$ cat src/design/gsr_pkg.sv
// Shared constants and types of the gated sample recorder.
// Holds field widths, reset values and configuration register indexes.
// Depends on nothing.
`timescale 1ns / 1ps
`default_nettype none

package gsr_pkg;

  // Field widths of the configuration registers and the transactions.
  localparam int unsigned POS_W    = 21;
  localparam int unsigned ADDR_W   = 20;
  localparam int unsigned SAMPLE_W = 32;
  localparam int unsigned QUOT_W   = 16;
  localparam int unsigned FRAC_W   = QUOT_W + 1;
  localparam int unsigned CFG_IDX_W = 3;

  // Default depth of the target buffer.
  localparam int unsigned GSR_BUFFER_DEPTH = 1048576;

  typedef logic [POS_W-1:0]     pos_t;
  typedef logic [CFG_IDX_W-1:0] cfg_idx_t;
  typedef logic [FRAC_W-1:0]    frac_t;

  // Configuration register indexes.
  localparam cfg_idx_t CFG_START_INDEX     = 3'd0;
  localparam cfg_idx_t CFG_END_INDEX       = 3'd1;
  localparam cfg_idx_t CFG_BUFFER_LENGTH   = 3'd2;
  localparam cfg_idx_t CFG_LOOP_ENABLE     = 3'd3;
  localparam cfg_idx_t CFG_CONTINUE_ENABLE = 3'd4;
  localparam cfg_idx_t CFG_BUFFER_READY    = 3'd5;

  // Reset values of the configuration registers.
  localparam pos_t RST_START_INDEX   = 21'd0;
  localparam pos_t RST_END_INDEX     = 21'd1048576;
  localparam pos_t RST_BUFFER_LENGTH = 21'd1048576;

  // Progress value that marks a finished run.
  localparam frac_t FRAC_DONE = frac_t'(1 << QUOT_W);

endpackage : gsr_pkg

`default_nettype wire

$ cat src/design/gated_sample_recorder_core.sv
// Write head of a gated audio sample recorder with a bit-serial progress divider.
// Depends on gsr_pkg for widths, reset values and register indexes.
`timescale 1ns / 1ps
`default_nettype none

// Each input transaction carries a gate level and one sample word and yields
// exactly one output transaction: a buffer write request (enable, address,
// data) and the Q16 progress through the record range, where 65536 means the
// run has finished. A rising gate edge arms a run, a falling edge stops it.
// Transactions are processed one at a time by a small sequencer. A transaction
// that writes a sample steps through S_EDGE, S_FRESH, S_HEAD, S_SUB, S_DIV and
// S_DONE; the restoring divider in S_DIV yields the 16 fraction bits one per
// cycle. One that writes nothing skips S_SUB and S_DIV, and S_HEAD unless it
// ends a run. A finished result waits in an output register, so the next input
// transaction is taken while the result is still pending downstream. The user
// must write configuration only while the block is idle; it is not enforced.
module gated_sample_recorder_core
  import gsr_pkg::*;
#(
  parameter int unsigned BUFFER_DEPTH = GSR_BUFFER_DEPTH
) (
  input  wire logic                clk,
  input  wire logic                rst_n,
  // Configuration write port.
  input  wire logic                cfg_wr_en,
  input  wire logic [CFG_IDX_W-1:0] cfg_index,
  input  wire logic [POS_W-1:0]    cfg_wdata,
  // Input channel.
  input  wire logic                in_valid,
  output logic                     in_ready,
  input  wire logic                in_gate,
  input  wire logic [SAMPLE_W-1:0] in_sample_word,
  // Output channel.
  output logic                     out_valid,
  input  wire logic                out_ready,
  output logic                     out_write_enable,
  output logic [ADDR_W-1:0]        out_write_address,
  output logic [SAMPLE_W-1:0]      out_write_data,
  output logic [FRAC_W-1:0]        out_sync_fraction
);

  // Largest effective length, limited to what the position registers hold.
  localparam pos_t DEPTH_CLAMP = (BUFFER_DEPTH > ((1 << POS_W) - 1)) ?
                                 pos_t'((1 << POS_W) - 1) : pos_t'(BUFFER_DEPTH);
  localparam pos_t LEN_MIN = pos_t'(2);
  localparam int unsigned CNT_W = $clog2(QUOT_W);
  localparam logic [CNT_W-1:0] CNT_LAST = CNT_W'(QUOT_W - 1);

  // Sequencer state codes.
  localparam logic [2:0] S_IDLE  = 3'd0;
  localparam logic [2:0] S_EDGE  = 3'd1;
  localparam logic [2:0] S_FRESH = 3'd2;
  localparam logic [2:0] S_HEAD  = 3'd3;
  localparam logic [2:0] S_SUB   = 3'd4;
  localparam logic [2:0] S_DIV   = 3'd5;
  localparam logic [2:0] S_DONE  = 3'd6;

  // Configuration registers.
  pos_t start_index_r, end_index_r, buffer_length_r;
  logic loop_enable_r, continue_enable_r, buffer_ready_r;

  // Recorder state.
  logic previous_gate_r, previous_gate_nxt;
  logic running_r, running_nxt;
  logic fresh_run_r, fresh_run_nxt;
  pos_t write_position_r, write_position_nxt;
  frac_t progress_r, progress_nxt;

  // Sequencer and per-transaction working registers.
  logic [2:0]          state_r, state_nxt;
  logic                gate_r, gate_nxt;
  logic [SAMPLE_W-1:0] sample_r, sample_nxt;
  pos_t                s_r, s_nxt;
  pos_t                e_r, e_nxt;
  pos_t                head_r, head_nxt;
  pos_t                rem_r, rem_nxt;
  pos_t                range_r, range_nxt;
  logic [QUOT_W-1:0]   quot_r, quot_nxt;
  logic [CNT_W-1:0]    cnt_r, cnt_nxt;
  logic                we_r, we_nxt;

  // Output register.
  logic                out_valid_r, out_valid_nxt;
  logic                out_we_r, out_we_nxt;
  logic [ADDR_W-1:0]   out_addr_r, out_addr_nxt;
  logic [SAMPLE_W-1:0] out_data_r, out_data_nxt;
  frac_t               out_frac_r, out_frac_nxt;

  // Combinational helpers.
  pos_t                len;
  logic                active;
  logic [POS_W:0]      rem_shift;
  logic [POS_W+1:0]    trial;
  logic                fit;

  // Configuration writes.
  always_ff @(posedge clk) begin
    if (!rst_n) begin
      start_index_r     <= RST_START_INDEX;
      end_index_r       <= RST_END_INDEX;
      buffer_length_r   <= RST_BUFFER_LENGTH;
      loop_enable_r     <= 1'b0;
      continue_enable_r <= 1'b0;
      buffer_ready_r    <= 1'b1;
    end else if (cfg_wr_en) begin
      unique case (cfg_index)
        CFG_START_INDEX:     start_index_r     <= cfg_wdata;
        CFG_END_INDEX:       end_index_r       <= cfg_wdata;
        CFG_BUFFER_LENGTH:   buffer_length_r   <= cfg_wdata;
        CFG_LOOP_ENABLE:     loop_enable_r     <= cfg_wdata[0];
        CFG_CONTINUE_ENABLE: continue_enable_r <= cfg_wdata[0];
        CFG_BUFFER_READY:    buffer_ready_r    <= cfg_wdata[0];
        default: begin
        end
      endcase
    end
  end

  // Effective buffer length, saturated to the supported range.
  always_comb begin
    if (buffer_length_r < LEN_MIN) begin
      len = LEN_MIN;
    end else if (buffer_length_r > DEPTH_CLAMP) begin
      len = DEPTH_CLAMP;
    end else begin
      len = buffer_length_r;
    end
  end

  assign active = (start_index_r < end_index_r) && buffer_ready_r && running_r;

  // One restoring division step: shift the remainder and try the divisor.
  assign rem_shift = {rem_r, 1'b0};
  assign trial     = {1'b0, rem_shift} - {2'b00, range_r};
  assign fit       = !trial[POS_W+1];

  // Sequencer next-state logic.
  always_comb begin
    state_nxt          = state_r;
    previous_gate_nxt  = previous_gate_r;
    running_nxt        = running_r;
    fresh_run_nxt      = fresh_run_r;
    write_position_nxt = write_position_r;
    progress_nxt       = progress_r;
    gate_nxt           = gate_r;
    sample_nxt         = sample_r;
    s_nxt              = s_r;
    e_nxt              = e_r;
    head_nxt           = head_r;
    rem_nxt            = rem_r;
    range_nxt          = range_r;
    quot_nxt           = quot_r;
    cnt_nxt            = cnt_r;
    we_nxt             = we_r;
    out_valid_nxt      = out_valid_r && !out_ready;
    out_we_nxt         = out_we_r;
    out_addr_nxt       = out_addr_r;
    out_data_nxt       = out_data_r;
    out_frac_nxt       = out_frac_r;

    unique case (state_r)
      S_IDLE: begin
        if (in_valid) begin
          gate_nxt   = in_gate;
          sample_nxt = in_sample_word;
          we_nxt     = 1'b0;
          state_nxt  = S_EDGE;
        end
      end

      // Gate edges, and the clamped record range.
      S_EDGE: begin
        if (gate_r && !previous_gate_r) begin
          running_nxt   = 1'b1;
          fresh_run_nxt = 1'b1;
        end else if (!gate_r && previous_gate_r) begin
          if (!continue_enable_r) begin
            write_position_nxt = '0;
          end
          running_nxt  = 1'b0;
          progress_nxt = '0;
        end
        previous_gate_nxt = gate_r;
        s_nxt     = (start_index_r >= len) ? (len - pos_t'(1)) : start_index_r;
        e_nxt     = (end_index_r >= len) ? len : end_index_r;
        state_nxt = S_FRESH;
      end

      // A new run moves the head to the start point unless continue mode is on.
      S_FRESH: begin
        if (active) begin
          if (fresh_run_r && !continue_enable_r) begin
            fresh_run_nxt      = 1'b0;
            write_position_nxt = s_r;
            progress_nxt       = '0;
          end
          state_nxt = S_HEAD;
        end else begin
          state_nxt = S_DONE;
        end
      end

      // End of range: wrap or stop. A head below start is raised to start.
      S_HEAD: begin
        if ((write_position_r >= e_r) && !loop_enable_r) begin
          running_nxt  = 1'b0;
          progress_nxt = FRAC_DONE;
          state_nxt    = S_DONE;
        end else begin
          if ((write_position_r >= e_r) || (write_position_r < s_r)) begin
            head_nxt = s_r;
          end else begin
            head_nxt = write_position_r;
          end
          we_nxt    = 1'b1;
          state_nxt = S_SUB;
        end
      end

      // Load the divider and advance the write position.
      S_SUB: begin
        rem_nxt            = head_r - s_r;
        range_nxt          = e_r - s_r;
        write_position_nxt = head_r + pos_t'(1);
        cnt_nxt            = '0;
        state_nxt          = S_DIV;
      end

      // One quotient bit per cycle.
      S_DIV: begin
        rem_nxt  = fit ? trial[POS_W-1:0] : rem_shift[POS_W-1:0];
        quot_nxt = {quot_r[QUOT_W-2:0], fit};
        cnt_nxt  = cnt_r + CNT_W'(1);
        if (cnt_r == CNT_LAST) begin
          progress_nxt = {1'b0, quot_r[QUOT_W-2:0], fit};
          state_nxt    = S_DONE;
        end
      end

      // Hand the result to the output register once it is free.
      S_DONE: begin
        if (!out_valid_r || out_ready) begin
          out_valid_nxt = 1'b1;
          out_we_nxt    = we_r;
          out_addr_nxt  = we_r ? head_r[ADDR_W-1:0] : '0;
          out_data_nxt  = we_r ? sample_r : '0;
          out_frac_nxt  = progress_r;
          state_nxt     = S_IDLE;
        end
      end

      default: begin
        state_nxt = S_IDLE;
      end
    endcase
  end

  // Control and recorder state registers.
  always_ff @(posedge clk) begin
    if (!rst_n) begin
      state_r          <= S_IDLE;
      previous_gate_r  <= 1'b0;
      running_r        <= 1'b0;
      fresh_run_r      <= 1'b0;
      write_position_r <= '0;
      progress_r       <= '0;
      out_valid_r      <= 1'b0;
      we_r             <= 1'b0;
    end else begin
      state_r          <= state_nxt;
      previous_gate_r  <= previous_gate_nxt;
      running_r        <= running_nxt;
      fresh_run_r      <= fresh_run_nxt;
      write_position_r <= write_position_nxt;
      progress_r       <= progress_nxt;
      out_valid_r      <= out_valid_nxt;
      we_r             <= we_nxt;
    end
  end

  // Payload and working registers.
  always_ff @(posedge clk) begin
    gate_r     <= gate_nxt;
    sample_r   <= sample_nxt;
    s_r        <= s_nxt;
    e_r        <= e_nxt;
    head_r     <= head_nxt;
    rem_r      <= rem_nxt;
    range_r    <= range_nxt;
    quot_r     <= quot_nxt;
    cnt_r      <= cnt_nxt;
    out_we_r   <= out_we_nxt;
    out_addr_r <= out_addr_nxt;
    out_data_r <= out_data_nxt;
    out_frac_r <= out_frac_nxt;
  end

  assign in_ready          = (state_r == S_IDLE);
  assign out_valid         = out_valid_r;
  assign out_write_enable  = out_we_r;
  assign out_write_address = out_addr_r;
  assign out_write_data    = out_data_r;
  assign out_sync_fraction = out_frac_r;

  // A written sample always lies inside the range, so its fraction is below one.
  a_frac_below_one : assert property (@(posedge clk) disable iff (!rst_n)
    (out_valid_r && out_we_r) |-> !out_frac_r[QUOT_W])
    else $error("fraction of a written sample reached one");

  // A result without a write carries a zero address and zero data.
  a_idle_payload_zero : assert property (@(posedge clk) disable iff (!rst_n)
    (out_valid_r && !out_we_r) |-> (out_addr_r == '0 && out_data_r == '0))
    else $error("non-write result carries address or data");

  // The divider remainder stays below the divisor.
  a_rem_below_range : assert property (@(posedge clk) disable iff (!rst_n)
    (state_r == S_DIV) |-> (rem_r < range_r))
    else $error("divider remainder not below divisor");

  // Division ends with the last quotient bit, moving on to S_DONE.
  a_div_exit : assert property (@(posedge clk) disable iff (!rst_n)
    (state_r == S_DIV && cnt_r == CNT_LAST) |=> (state_r == S_DONE))
    else $error("divider did not finish after the last quotient bit");

endmodule : gated_sample_recorder_core

`default_nettype wire

$ cat config.mk
export PLATFORM = sky130hd
export DESIGN_NAME = gated_sample_recorder_core
export DESIGN_NICKNAME = d
export VERILOG_FILES = /design/src/design/gsr_pkg.sv /design/src/design/gated_sample_recorder_core.sv
export SDC_FILE = /design/constraint.sdc
export NUM_CORES = 1
export LEC_CHECK = 0
export BUFFER_PORTS_ARGS = -buffer_cell sky130_fd_sc_hd__buf_2
export CAP_MARGIN = 20
export CORE_MARGIN = 3
export CORE_UTILIZATION = 57
export CTS_CLUSTER_SIZE = 30
export DETAILED_ROUTE_END_ITERATION = 10
export GPL_TIMING_DRIVEN = 0
export PLACE_DENSITY = 0.74
export SLEW_MARGIN = 40
export SYNTH_ARGS = -nofsm -noshare
export SYNTH_HDL_FRONTEND = slang
export SYNTH_SLANG_ARGS = --single-unit
$ cat constraint.sdc
create_clock -name clk -period 5.5 [get_ports clk]
set_clock_uncertainty 0.05 [all_clocks]
set_input_delay 0.275 -clock clk [delete_from_list [all_inputs] [get_ports clk]]
set_output_delay 0.275 -clock clk [all_outputs]
set_load 0.03 [all_outputs]
== After elaboration in Yosys (flattened, before gate mapping) ==
Cells that the tools add are included.
Word-level totals
  register bits: 339
  bits of input ports: 62
  output and inout port bits: 72
  logic and storage cells: 144
Cells by class
  add/sub/neg operators: 6
  order comparisons: 7
  equal/unequal tests: 24
  multiplexer cells: 40
  bitwise operators: 1
  reductions and logical operators: 39
Operators with widths (number)
  21-bit two-way mux: 11
  17-bit two-way mux: 6
  17-bit case mux with 4 select lines: 1
  21-bit >= comparator: 3
  21-bit case mux with 3 select lines: 1
  21-bit < comparator: 2
  21-bit case mux with 2 select lines: 1
  21-bit subtractor: 2
  22-bit by 21-bit subtractor with 23-bit output: 1
  2-bit != test (second input constant): 11
  21-bit by 1-bit adder with 21-bit output (second input constant): 1
  21-bit > comparator (second input constant): 1
  21-bit by 2-bit < comparator with 1-bit output (second input constant): 1
  3-bit case mux with 7 select lines: 1
  21-bit by 1-bit subtractor with 21-bit output (second input constant): 1
  2-bit AND reduction: 9
  3-bit equality test (second input constant): 5
  3-bit by 2-bit equality test with 1-bit output (second input constant): 4
  3-bit two-way mux: 4
  1-bit two-way mux: 10
  3-bit AND reduction: 3
  4-bit case mux with 2 select lines: 1
  2-bit nonzero test: 4
  1-bit logical AND: 7
  other kinds (15): 26

== Depth between registers and ports, before layout ==
  depth after elaboration: 5
  gate-level depth with buffers: 17
  depth with buffers taken out: 15

== Worst setup path after synthesis ==
No wires, ideal clock.
  path kind: flip-flop to flip-flop
  start point: register buffer_length_r[9]
  end point: register s_r[12], data pin
  setup time: 260 ps
  arrival: 3858 ps
  required time: 5190 ps
  setup slack: 1332 ps
  cell stages (with the launch flop): 17
  buffers on the path: 2
  clock period less this slack: 4168 ps
  path through: dfxtp_1 -> or4_4 -> nor4_4 -> nand4_4 -> o21ai_4 -> buf_6 -> nand2_1 -> ha_1 -> a21o_1 -> a21o_1 -> a21oi_1 -> o21ai_0 -> a21oi_1 -> nor3_1 -> nor4_1 -> clkbuf_1 -> mux2_2
On the way
  longest elaborated chain between the ends: 5
  elaborated cells between the ends (all ways): 7
  those cells by class: 1 x add/sub; 3 x order compare; 3 x mux
RTL lines
  from (decl): RTL line gated_sample_recorder_core.sv:59  | pos_t start_index_r, end_index_r, buffer_length_r;
  from (signal assigned): RTL line gated_sample_recorder_core.sv:109  | CFG_BUFFER_LENGTH: buffer_length_r <= cfg_wdata;
  21-bit > comparator: RTL line gated_sample_recorder_core.sv:123  | end else if (buffer_length_r > DEPTH_CLAMP) begin
  21-bit two-way mux: RTL line gated_sample_recorder_core.sv:123
  21-bit two-way mux (*): RTL line gated_sample_recorder_core.sv:121  | if (buffer_length_r < LEN_MIN) begin
  21-bit by 1-bit subtractor with 21-bit output / 21-bit >= comparator (equally long branches): RTL line gated_sample_recorder_core.sv:184  | s_nxt = (start_index_r >= len) ? (len - pos_t'(1)) : start_index_r;
  21-bit two-way mux (*): RTL line gated_sample_recorder_core.sv:184
  to (signal assigned): RTL line gated_sample_recorder_core.sv:285  | s_r <= s_nxt;
  to (decl): RTL line gated_sample_recorder_core.sv:73  | pos_t s_r, s_nxt;
Every way passes the cells marked *; elsewhere a longest branch is shown, timed or not.
A chain may end at the register's enable or synchronous reset.

== Final worst setup path ==
  start point: register buffer_length_r[9]
  end point: register s_r[13], data pin
Same word-level chain as after synthesis.

==> summary.txt <==
Setup path
  • Startpoint Class: flop
  • WP data arrival: 5430 ps
  • Bufs and invs on worst path: 2
  • Cell chain of the critical path: or4_4 > nor4_4 > nand4_4 > o21ai_4 > buf_2 > nand2_1 > ha_1 > o21ai_0 > nand2b_1 > a21oi_1 > o21ai_0 > a21oi_1 > nor3_1 > nor4_1 > clkbuf_1 > mux2_2
  • Max stage delay on crit path: 650 ps
  • Slowest cell on crit path: clkbuf_1
  • Delay-heaviest family, CP: simple AND/OR/NAND/NOR gates
  • Critical path class: flop to flop
  • Crit. End Element: flop
  • Worst Path Max Fanout: 10
  • Worst Path Required: 5730 ps

Power
  • Net Sw Power: 0.002056 W
  • Leakage power total: 9.069 nW
  • Switching share of power: 28.65%
  • Design internal power: 0.005118 W
  • Sequential Power Share: 42.5%
  • VDD IR max: 0.2968 mV
  • Clock power share: 36.3%
  • Combinational power share: 21.3%
  • Overall power: 0.007174 W
  • PD cells: 326.4 mW/mm2

Floorplan
  • Chip Height: 187.7 um
  • Number of cell rows: 65
  • Die area: 0.03521 mm2
  • Chip width: 187.7 um
  • Starting Density: 58.70%
  • # IOs: 134
  • Core ar.: 0.03204 mm2

Yosys
  • Flops & latches, synth: 339
  • Yosys cell types: 73
  • FFs w/ async S/R, synth: 0%
  • Syn Inst Count: 1812
  • Syn nets: 2043
  • Mapped Avg Cell Area: 10.38 um2
  • Yosys warning count: 0
  • Mapped Area: 0.01881 mm2
  • Sequential share of the synthesized area: 48.16%
  • Number of synthesized flops with an enable pin: 227
  • Most used DFF post-synth: edfxtp_1

Timing
  • Fmax: 0.1921 GHz
  • Final Hold Viols: 0
  • Final setup violation count: 0
  • Minimum clock period: 5205 ps
  • Pins over their slew limit: 0
  • Unrepaired setup endpoints after global routing: false
  • Setup TNS: 0 ps
  • Relative slew slack: 42.54%
  • Worst Max-Slew Pin Slew: 852.8 ps
  • Hold WS: 41.60 ps
  • Final period utilization: 94.63%

CTS
  • Setup Fix Bufs, Post-CTS: 0
  • Clk sink count: 339
  • CTS tree: yes
  • Cts repair resizes: 0
  • Reg clk slew, reported paths: 60 ps
  • H-tree depth: 2
  • Worst-Skew Late Latency: 540 ps
  • Root buf cell: clkbuf_16
  • Cts bufs inserted: 38
  • Clock buffer depth: 3

Detailed routing
  • Final ANT Viol Nets: 0
  • Vias per cell: 5.735
  • Pre-antenna DRT Iters: 7
  • DRT iter0 DRCs: 1012
  • WL/cell: 18.42 um
  • Via count: 14.37k
  • DRC: 0
  • Routed Wire Length: 46.14 mm

Finish
  • Total Nets Final: 2272
  • Antenna Cells: 0
  • Syn-to-layout area delta: 16.86%
  • Util after Layout: 68.59%
  • Post-layout instance area: 0.02198 mm2
  • Filler instances: 2515
  • Layout cells sized above 1: 12.95%

Hold path
  • HP Class: input pin to flop

GRT
  • Gr usage total: 25.64%
  • First-pass GRT wire length: 72.97 mm
  • Vias in the first global route: 14.15k
  • Initial antenna violation count: 0
  • Largest net degree at the start of global routing: 31
  • Grt ovf: 0

Job
  • Total of max-cap violations: 0

Outcome
  • Status: completed

Placement
  • Dpl hpwl: 34.67 mm
  • Port Buffers: 130
  • Placed instance area: 0.02017 mm2
  • RePlAce Congestion: 0.9464
[worst reg2reg max path, stage by stage (launching register included)]
cell and delay (ps):
dfxtp_1 370, or4_4 600, nor4_4 320, nand4_4 230, o21ai_4 260, buf_2 270, nand2_1 190, ha_1 340
o21ai_0 80, nand2b_1 70, a21oi_1 250, o21ai_0 110, a21oi_1 270, nor3_1 80, nor4_1 400, clkbuf_1 650
mux2_2 430
[cells in the mapped netlist (4+ instances only)]
cell type / count / share of area (%)
o21ai_0: 81 / 2.2
nand2_1: 228 / 4.6
ha_1: 166 / 11
a211oi_1: 9 / 0.36
mux2i_1: 54 / 2.9
and4_1: 5 / 0.23
dfxtp_1: 112 / 12
or3_1: 4 / 0.13
a21o_1: 39 / 1.6
xor2_1: 27 / 1.3
or2_2: 7 / 0.23
nor3_1: 22 / 0.59
and3_1: 12 / 0.40
o21a_1: 17 / 0.68
clkbuf_1: 60 / 1.2
a31oi_1: 9 / 0.30
o22ai_1: 24 / 0.80
nand2b_1: 20 / 0.67
a21oi_1: 114 / 3.0
or4_1: 4 / 0.16
nand4_1: 36 / 1.2
inv_1: 112 / 2.2
o21bai_1: 6 / 0.24
edfxtp_1: 227 / 36
and2_1: 58 / 1.9
a211o_1: 4 / 0.19
nor4_1: 6 / 0.20
a21boi_0: 44 / 1.8
nor3b_1: 4 / 0.16
o31ai_1: 7 / 0.28
nor2b_1: 23 / 0.77
nor2_1: 83 / 1.7
o211ai_1: 16 / 0.64
mux2_2: 40 / 2.4
nand3_1: 29 / 0.77
xnor2_1: 41 / 1.9
[timing repair]
item / 4_1_cts / 5_1_grt
endpoints found under the hold margin: 93 / 0
hold buffers: 53 / 0
setup endpoints to repair: 0 / 0
[power by group through the flow]
stage                     clock network [W]  registers [W]  logic [W]
after floorplan                           0        0.00306    0.00108
after global placement                    0        0.00310    0.00139
after detailed placement                  0        0.00310    0.00147
after CTS                           0.00262        0.00304    0.00151
after global routing                0.00274        0.00306    0.00168
final                               0.00260        0.00305    0.00153
[stage by stage]
| stage | setup slack, ps | cells |
|---|---|---|
| floorplan | 1332 | 1812 |
| global placement | 487.5 | 2377 |
| detailed placement | 369.0 | 2383 |
| CTS | 371.5 | 2505 |
| global route | 137.3 | 2505 |
| finish | 295.2 | 2505 |
[cell type report]
cell class	count	area, um2	share of cell area, %
Multi-Input combinational cell	1294	9094	41.38
Tap cell	435	544.3	2.476
Timing Repair Buffer	189	1314	5.977
Inverter	113	424.2	1.930
Clock buffer	45	1003	4.566
Buffer	66	267.8	1.218
Clock inverter	24	272.8	1.241
Sequential cell	339	9059	41.22
[cells by family after synthesis]
kind of cell / share of synthesized area (%)
buffers and inverters: 3.672
flip-flops: 48.16
AO/OA/AOI/OAI: 13.92
XOR/XNOR: 3.167
adder cells (fa/ha/maj): 11.36
multiplexers: 5.269
AND/OR/NAND/NOR: 14.45
[cell usage in the layout (no fill, tap or decap), types with 22 or more instances in the layout]
cell type,n
a21boi_0,44
a21o_1,39
a21oi_1,114
and2_1,57
buf_2,133
clkbuf_1,63
clkbuf_16,39
dfxtp_1,112
dlygate4sd3_1,53
edfxtp_1,227
ha_1,166
inv_1,111
mux2_2,40
mux2i_1,54
nand2_1,228
nand3_1,29
nand4_1,36
nor2_1,81
nor2b_1,22
nor3_1,22
o21ai_0,81
o22ai_1,24
xnor2_1,41
xor2_1,27
[layer usage]
metal  up-vias  global-route usage, %  part of all wire, %
li1       7031                      -                    -
met1      6811                  33.52                   44
met5         -                      0                    0
met2       420                  43.46                   48
met4         0                  10.48                  4.2
met3       104                  3.197                  4.6
[worst paths after layout]
kind	slack (ps)	end	start	cells after the start
min reg2reg	380	out_sync_fraction[6]	progress_r[6]	0
min	40	buffer_length_r[0]	cfg_wdata[0]	3
max reg2reg	300	s_r[13]	buffer_length_r[9]	16
max	300	s_r[13]	buffer_length_r[9]	16
Power figures use the tool's default switching activity.
